[src/ws2812ps_pkg.sv]
// Types and constants shared by the WS2812 pixel serializer modules.
`timescale 1ns / 1ps
`default_nettype none

package ws2812ps_pkg;

    localparam int PERIOD_W    = 16;
    localparam int GAP_W       = 24;
    localparam int COLOR_W     = 24;
    localparam int COUNT_W     = 8;
    localparam int BIT_IDX_W   = 5;
    localparam int CFG_INDEX_W = 8;
    localparam int CFG_DATA_W  = 24;

    // First bit sent of each color word
    localparam logic [BIT_IDX_W-1:0] TOP_BIT = 5'd23;

    // Register indexes on the configuration port
    localparam logic [CFG_INDEX_W-1:0] REG_BIT_PERIOD = 8'd0;
    localparam logic [CFG_INDEX_W-1:0] REG_ZERO_HIGH  = 8'd1;
    localparam logic [CFG_INDEX_W-1:0] REG_ONE_HIGH   = 8'd2;
    localparam logic [CFG_INDEX_W-1:0] REG_FRAME_GAP  = 8'd3;

    // Reset timing: 1.25 us bit at 100 MHz, plus the zero and one high times and the frame gap
    localparam logic [PERIOD_W-1:0] RST_BIT_PERIOD = 16'd125;
    localparam logic [PERIOD_W-1:0] RST_ZERO_HIGH  = 16'd18;
    localparam logic [PERIOD_W-1:0] RST_ONE_HIGH   = 16'd107;
    localparam logic [GAP_W-1:0]    RST_FRAME_GAP  = 24'd50000;

    typedef struct packed {
        logic [PERIOD_W-1:0] bit_period_ticks;
        logic [PERIOD_W-1:0] zero_high_ticks;
        logic [PERIOD_W-1:0] one_high_ticks;
        logic [GAP_W-1:0]    frame_gap_ticks;
    } timing_cfg_t;

    typedef struct packed {
        logic line_level;
        logic busy_res;
        logic frame_done;
    } tick_result_t;

endpackage

`default_nettype wire

[src/ws2812ps_cfg_regs.sv]
// Timing configuration registers of the WS2812 pixel serializer.
`timescale 1ns / 1ps
`default_nettype none

module ws2812ps_cfg_regs (
    input  wire logic                                  aclk,
    input  wire logic                                  aresetn,
    input  wire logic                                  cfg_valid,
    output logic                                       cfg_ready,
    input  wire logic [ws2812ps_pkg::CFG_INDEX_W-1:0]  cfg_index,
    input  wire logic [ws2812ps_pkg::CFG_DATA_W-1:0]   cfg_data,
    output ws2812ps_pkg::timing_cfg_t                  timing
);

    ws2812ps_pkg::timing_cfg_t timing_reg;

    // Writes are always taken
    assign cfg_ready = 1'b1;
    assign timing    = timing_reg;

    // Register file; unknown indexes are dropped
    always_ff @(posedge aclk) begin
        if (!aresetn) begin
            timing_reg.bit_period_ticks <= ws2812ps_pkg::RST_BIT_PERIOD;
            timing_reg.zero_high_ticks  <= ws2812ps_pkg::RST_ZERO_HIGH;
            timing_reg.one_high_ticks   <= ws2812ps_pkg::RST_ONE_HIGH;
            timing_reg.frame_gap_ticks  <= ws2812ps_pkg::RST_FRAME_GAP;
        end else if (cfg_valid) begin
            case (cfg_index)
                ws2812ps_pkg::REG_BIT_PERIOD: begin
                    timing_reg.bit_period_ticks <= cfg_data[ws2812ps_pkg::PERIOD_W-1:0];
                end
                ws2812ps_pkg::REG_ZERO_HIGH: begin
                    timing_reg.zero_high_ticks <= cfg_data[ws2812ps_pkg::PERIOD_W-1:0];
                end
                ws2812ps_pkg::REG_ONE_HIGH: begin
                    timing_reg.one_high_ticks <= cfg_data[ws2812ps_pkg::PERIOD_W-1:0];
                end
                ws2812ps_pkg::REG_FRAME_GAP: begin
                    timing_reg.frame_gap_ticks <= cfg_data[ws2812ps_pkg::GAP_W-1:0];
                end
                default: begin
                end
            endcase
        end
    end

endmodule

`default_nettype wire

[src/ws2812ps_engine.sv]
// Frame state and per-tick next-state logic of the WS2812 pixel serializer.
`timescale 1ns / 1ps
`default_nettype none

module ws2812ps_engine (
    input  wire logic                                aclk,
    input  wire logic                                aresetn,
    input  wire logic                                step_en,
    input  wire logic                                kind,
    input  wire logic [ws2812ps_pkg::COLOR_W-1:0]    color,
    input  wire logic [ws2812ps_pkg::COUNT_W-1:0]    pixel_count,
    input  ws2812ps_pkg::timing_cfg_t                timing,
    output ws2812ps_pkg::tick_result_t               result
);

    localparam int PW = ws2812ps_pkg::PERIOD_W;
    localparam int GW = ws2812ps_pkg::GAP_W;
    localparam int CW = ws2812ps_pkg::COLOR_W;
    localparam int NW = ws2812ps_pkg::COUNT_W;
    localparam int BW = ws2812ps_pkg::BIT_IDX_W;

    logic          sending_reg,       sending_next;
    logic [CW-1:0] active_color_reg,  active_color_next;
    logic [NW-1:0] pixels_left_reg,   pixels_left_next;
    logic [BW-1:0] bit_index_reg,     bit_index_next;
    logic [PW-1:0] period_counter_reg, period_counter_next;
    logic [GW-1:0] gap_counter_reg,   gap_counter_next;
    logic          pending_valid_reg, pending_valid_next;
    logic [CW-1:0] pending_color_reg, pending_color_next;
    logic [NW-1:0] pending_count_reg, pending_count_next;

    // One tick: capture request, launch if idle, then run bit or gap timing
    always_comb begin
        logic          cur_bit;
        logic [PW-1:0] high_ticks;
        logic          period_end;

        sending_next        = sending_reg;
        active_color_next   = active_color_reg;
        pixels_left_next    = pixels_left_reg;
        bit_index_next      = bit_index_reg;
        period_counter_next = period_counter_reg;
        gap_counter_next    = gap_counter_reg;
        pending_valid_next  = pending_valid_reg;
        pending_color_next  = pending_color_reg;
        pending_count_next  = pending_count_reg;
        result              = '0;

        // Single pending slot; a request while full is dropped
        if (kind && !pending_valid_reg) begin
            pending_valid_next = 1'b1;
            pending_color_next = color;
            pending_count_next = pixel_count;
        end

        // Launch from the slot when neither sending nor in the gap
        if (!sending_reg && gap_counter_reg == '0 && pending_valid_next) begin
            pending_valid_next = 1'b0;
            if (pending_count_next == '0) begin
                gap_counter_next = timing.frame_gap_ticks;
            end else begin
                sending_next        = 1'b1;
                active_color_next   = pending_color_next;
                pixels_left_next    = pending_count_next;
                bit_index_next      = ws2812ps_pkg::TOP_BIT;
                period_counter_next = '0;
            end
        end

        cur_bit    = active_color_next[bit_index_next];
        high_ticks = cur_bit ? timing.one_high_ticks : timing.zero_high_ticks;
        period_end = ({1'b0, period_counter_next} + {{PW{1'b0}}, 1'b1})
                     >= {1'b0, timing.bit_period_ticks};

        if (sending_next) begin
            result.line_level = (period_counter_next < high_ticks);
            result.busy_res   = 1'b1;
            if (period_end) begin
                period_counter_next = '0;
                if (bit_index_next == '0) begin
                    bit_index_next   = ws2812ps_pkg::TOP_BIT;
                    pixels_left_next = pixels_left_next - 1'b1;
                    if (pixels_left_next == '0) begin
                        sending_next      = 1'b0;
                        result.frame_done = 1'b1;
                        gap_counter_next  = timing.frame_gap_ticks;
                    end
                end else begin
                    bit_index_next = bit_index_next - 1'b1;
                end
            end else begin
                period_counter_next = period_counter_next + 1'b1;
            end
        end else if (gap_counter_next != '0) begin
            result.busy_res  = 1'b1;
            gap_counter_next = gap_counter_next - 1'b1;
        end
    end

    // Control state
    always_ff @(posedge aclk) begin
        if (!aresetn) begin
            sending_reg        <= 1'b0;
            bit_index_reg      <= ws2812ps_pkg::TOP_BIT;
            period_counter_reg <= '0;
            gap_counter_reg    <= '0;
            pending_valid_reg  <= 1'b0;
        end else if (step_en) begin
            sending_reg        <= sending_next;
            bit_index_reg      <= bit_index_next;
            period_counter_reg <= period_counter_next;
            gap_counter_reg    <= gap_counter_next;
            pending_valid_reg  <= pending_valid_next;
        end
    end

    // Payload state, only read once qualified by the control state
    always_ff @(posedge aclk) begin
        if (step_en) begin
            active_color_reg  <= active_color_next;
            pixels_left_reg   <= pixels_left_next;
            pending_color_reg <= pending_color_next;
            pending_count_reg <= pending_count_next;
        end
    end

endmodule

`default_nettype wire

[src/ws2812_pixel_serializer_unit.sv]
// Top level of the WS2812 pixel serializer: stream ports, input and result registers.
`timescale 1ns / 1ps
`default_nettype none

// Each input word is one tick of the LED line timing and yields exactly one result
// word (line level, busy, frame done). The block takes one word per cycle while the
// result side keeps up: the word is held in an input register, one pass of the frame
// logic updates the serializer state, and the result lands in an output register.
// When m_tready is low the two registers fill and s_tready drops; the line timing
// only advances on words actually taken, so stalls stretch the timing. Users must
// write timing registers through the cfg port while no word is in flight (unchecked).
module ws2812_pixel_serializer_unit (
    input  wire logic                                 aclk,
    input  wire logic                                 aresetn,
    // input stream
    input  wire logic                                 s_tvalid,
    output logic                                      s_tready,
    input  wire logic [31:0]                          s_tdata,  // [23:0] color, [31:24] pixel_count
    input  wire logic                                 s_tuser,  // [0] kind
    // result stream
    output logic                                      m_tvalid,
    input  wire logic                                 m_tready,
    output logic [7:0]                                m_tdata,  // [0] line_level, [1] busy_res, rest 0
    output logic                                      m_tlast,  // frame_done
    // configuration writes
    input  wire logic                                 cfg_valid,
    output logic                                      cfg_ready,
    input  wire logic [ws2812ps_pkg::CFG_INDEX_W-1:0] cfg_index,
    input  wire logic [ws2812ps_pkg::CFG_DATA_W-1:0]  cfg_data
);

    localparam int CW = ws2812ps_pkg::COLOR_W;
    localparam int NW = ws2812ps_pkg::COUNT_W;

    ws2812ps_pkg::timing_cfg_t   timing;
    ws2812ps_pkg::tick_result_t  step_result;

    logic          in_valid_reg;
    logic          in_kind_reg;
    logic [CW-1:0] in_color_reg;
    logic [NW-1:0] in_count_reg;
    logic          out_valid_reg;
    ws2812ps_pkg::tick_result_t out_result_reg;
    logic          advance;

    // Word moves from input to result register when the result slot frees up
    assign advance  = in_valid_reg && (!out_valid_reg || m_tready);
    assign s_tready = !in_valid_reg || !out_valid_reg || m_tready;

    ws2812ps_cfg_regs u_cfg (
        .aclk      (aclk),
        .aresetn   (aresetn),
        .cfg_valid (cfg_valid),
        .cfg_ready (cfg_ready),
        .cfg_index (cfg_index),
        .cfg_data  (cfg_data),
        .timing    (timing)
    );

    ws2812ps_engine u_engine (
        .aclk        (aclk),
        .aresetn     (aresetn),
        .step_en     (advance),
        .kind        (in_kind_reg),
        .color       (in_color_reg),
        .pixel_count (in_count_reg),
        .timing      (timing),
        .result      (step_result)
    );

    // Input register valid
    always_ff @(posedge aclk) begin
        if (!aresetn) begin
            in_valid_reg <= 1'b0;
        end else if (s_tready) begin
            in_valid_reg <= s_tvalid;
        end
    end

    // Input register payload
    always_ff @(posedge aclk) begin
        if (s_tvalid && s_tready) begin
            in_kind_reg  <= s_tuser;
            in_color_reg <= s_tdata[CW-1:0];
            in_count_reg <= s_tdata[CW+NW-1:CW];
        end
    end

    // Result register valid
    always_ff @(posedge aclk) begin
        if (!aresetn) begin
            out_valid_reg <= 1'b0;
        end else if (advance) begin
            out_valid_reg <= 1'b1;
        end else if (m_tready) begin
            out_valid_reg <= 1'b0;
        end
    end

    // Result register payload
    always_ff @(posedge aclk) begin
        if (advance) begin
            out_result_reg <= step_result;
        end
    end

    assign m_tvalid = out_valid_reg;
    assign m_tdata  = {6'b0, out_result_reg.busy_res, out_result_reg.line_level};
    assign m_tlast  = out_result_reg.frame_done;

endmodule

`default_nettype wire

[config.mk]
export PLATFORM = sky130hd
export DESIGN_NAME = ws2812_pixel_serializer_unit
export DESIGN_NICKNAME = d
export VERILOG_FILES = /design/src/ws2812ps_pkg.sv /design/src/ws2812ps_cfg_regs.sv /design/src/ws2812ps_engine.sv /design/src/ws2812_pixel_serializer_unit.sv
export SDC_FILE = /design/constraint.sdc
export NUM_CORES = 1
export LEC_CHECK = 0
export ABC_CLOCK_PERIOD_IN_PS = 15300
export BUFFER_PORTS_ARGS = -buffer_cell sky130_fd_sc_hd__buf_2
export CAP_MARGIN = 20
export CORE_MARGIN = 5
export CORE_UTILIZATION = 29
export CTS_CLUSTER_DIAMETER = 200
export DETAILED_ROUTE_END_ITERATION = 6
export PLACE_DENSITY_LB_ADDON = 0.1
export RECOVER_POWER = 50
export SETUP_SLACK_MARGIN = 0.05
export SYNTH_ARGS = -nofsm -noshare
export SYNTH_HDL_FRONTEND = slang
export SYNTH_SLANG_ARGS = --single-unit
[constraint.sdc]
create_clock -name aclk -period 15.3 [get_ports aclk]
set_clock_uncertainty 0.15 [all_clocks]
set_input_delay 3.06 -clock aclk [delete_from_list [all_inputs] [get_ports aclk]]
set_output_delay 3.06 -clock aclk [all_outputs]
set_load 0.01 [all_outputs]
==> metrics.txt <==
final setup TNS=0 ns; DRC Markers=0; RSZ-0062 raised after global routing=no; Seq/Total Area, Yosys=0.472; die area=between 40,000 and 50,000 um2; area of the multi-input gates=~5600 um2; Worst-Skew Late Latency=about 0.56 ns; Starting Density=0.291; Synth cell types=just over 70; PnR worst setup slack=7.28 ns; CTS tree=yes; Die Span Y=209 um; Worst Path Arrival=about 8.3 ns; Syn Inst Count=between 1,000 and 1,500; Reg clk slew, reported paths=approximately 0.06 ns; Placement Cell Area=between 10,000 and 15,000 um2; Fillers=about 4,200; P&R area growth vs syn=15.4%; Worst Hold End=u_cfg.timing[40]; gpl congestion=0.788; cts repair resizes=0; CTS max path bufs=3; via/cell ratio=approximately 5; synth top area cells=edfxtp_1, dfxtp_1, nand2_1; Rel. slew slack=-1.78; # nets final=approximately 1,400; initial antenna violation count=0; Post-Syn Area=11,500 um2; Fin. Hold Viols=0; critical path type=input port to register; worst reg2reg path endpoint=u_engine.gap_counter_reg[14]; global-route usage over all layers=0.151; HP Class=register to register; post-route minimum period=approximately 8 ns; Reg area=5430 um2; setup bufs post-CTS=0; Synth Flop Type=dfxtp_1; CORE AREA=39,500 um2; YS warnings=0; static leakage=between 4 and 5 nW; Synth top area share=0.261; PwrDens=~150 nW/um2; clock buffer count from CTS=28; drt pass-1 iters=4; Tightest Pin Transition=4.17 ns; Crit. End Element=register; worst-path fanout max=75; diodes inserted=0; number of flip-flops in the largest register=between 70 and 80; Worst Hold Launch=u_cfg.timing[40]; die width=209 um; post-DP HPWL=22,800 um; vias=approximately 9,400; Worst EP required=about 16 ns; antenna viol nets, final=0; Fmax achieved=about 0.12 GHz; Num Clock Sinks=roughly 220; Final Setup Violations=0; share of layout cells above drive strength 1=0.128; most frequent cell after synthesis=nand2_1; failing checks=max-capacitance violations, max-slew violations; async set-or-reset flop fraction in the synthesized netlist=0; reg-to-reg startpoint=in_kind_reg; flop2flop setup slack=7.39 ns; Critical Path Most Common Cell=clkbuf_1; IO Pins=82; H-tree levels=1; DR WL/cell=about 18 um; clk root buf=clkbuf_16; first-pass GRT wire length=between 50,000 and 60,000 um; vias in the first global route=~9,000; largest stage delay on the critical path=~1.7 ns; Tot Pwr=between 1.5 and 2 mW; R2R depth=19; max cap viols=7; status=finished, violations left; Crit-path slowest cell=clkbuf_1; Cell Rows=73; top post-synthesis cells by count=nand2_1, a21oi_1, dfxtp_1; Syn Area/Cell=8.93 um2; Synth area leader=edfxtp_1; Max VDD drop=~0.07 mV; Port Buffers=74; cell depth of the worst hold path=2; Post-synth EDFFs=100; total grt overflow=0; pre-CTS setup slack=about 8.5 ns; dpl cells=approximately 1,800; Finished Layout Cells=about 1,900; Max Transition Viols Final=between 200 and 300; Synth Register Bits=roughly 220; hold_buf cts=0; nature of the critical path startpoint=input port; fin area=around 13,000 um2; Tcrit/Tclk final=0.524; CP Cell Sequence=buf_2, nor2b_1, nand2b_1, clkbuf_1, clkinvlp_2, clkbuf_1, o2111ai_1, o21ai_0, a311oi_1; initial DRC count=between 500 and 600; Routed WL=between 30,000 and 40,000 um; pin count of the biggest net entering global routing=84
[kinds of logic (layout without fill, tap and decap cells)]
group / Yosys count / count (layout) / share of synthesized area
AO/OA/AOI/OAI: 261 / 261 / 0.136
XOR/XNOR: 33 / 33 / 0.0251
adder cells (fa/ha/maj): 36 / 36 / 0.0392
buffers and inverters: 113 / 175 / 0.0401
flip-flops: 221 / 221 / 0.472
multiplexers: 56 / 56 / 0.0591
other: 2 / 7 / 0.000653
AND/OR/NAND/NOR: 566 / 566 / 0.228
[critical path: cells and delay by family]
kind	cells	cell delay (ns)
compound gates	3	1.14
simple gates	2	0.36
buf+inv	4	3.75
[metrics by stage]
| step | hold WS [ns] | util |
|---|---|---|
| after detailed placement | 0.293 | 0.313 |
| final | 0.300 | 0.336 |
| after floorplan | 0.282 | - |
| after CTS | 0.300 | 0.337 |
| after global routing | 0.313 | 0.336 |
| after global placement | 0.287 | 0.313 |
[worst max-delay path by stage]
stage,start,end,cells past startpoint
after floorplan,m_tready,s_tready,2
final,m_tready,u_engine.gap_counter_reg[2],9
after global placement,m_tready,s_tready,4
after global routing,in_kind_reg,u_engine.gap_counter_reg[4],19
after CTS,m_tready,s_tready,4
after detailed placement,m_tready,s_tready,4
[routing by layer]
metal | global-route usage | share of wire | vias to the layer above
met3 | 0.0221 | 0.039 | 40
met1 | 0.228 | 0.51 | 4516
met4 | 0.0308 | 0.018 | 0
met2 | 0.229 | 0.43 | 184
met5 | 0 | 0 | -
li1 | - | - | 4686
[power by group]
group	internal, mW	leakage [nW]	total [mW]	switching (mW)
combinational	0.221	2.60	0.583	0.362
clock	0.404	0.457	0.668	0.264
sequential	0.673	1.93	0.707	0.0343
[layout by cell type, fill, tap and decap left out, drive strengths merged, types with 8 or more instances in the layout]
cell | synthesis | final
a31oi | 18 | 18
ha | 36 | 36
clkbuf | 63 | 51
a22oi | 8 | 8
xnor2 | 18 | 18
nor4 | 21 | 21
and2 | 20 | 20
mux2 | 25 | 25
o21ai | 37 | 37
clkinv | 0 | 9
mux2i | 25 | 25
buf | 19 | 79
dfxtp | 121 | 121
inv | 31 | 30
nand2b | 8 | 8
nor3 | 21 | 21
xor2 | 15 | 15
nand3 | 42 | 42
a21o | 9 | 9
nor2 | 97 | 97
nand2 | 283 | 283
a21oi | 131 | 131
o211ai | 14 | 14
and3 | 11 | 11
nand4 | 17 | 17
edfxtp | 100 | 100
[area by class of cell]
| cell class | count | area share |
|---|---|---|
| well taps | 525 | 0.0495 |
| clock buffers | 36 | 0.0581 |
| repair buffers | 94 | 0.0378 |
| clock inverters | 14 | 0.0121 |
| multi-input cells | 959 | 0.425 |
| flip-flops and latches | 221 | 0.409 |
| inverters | 31 | 0.00886 |
(Power assumes the default switching activity.)
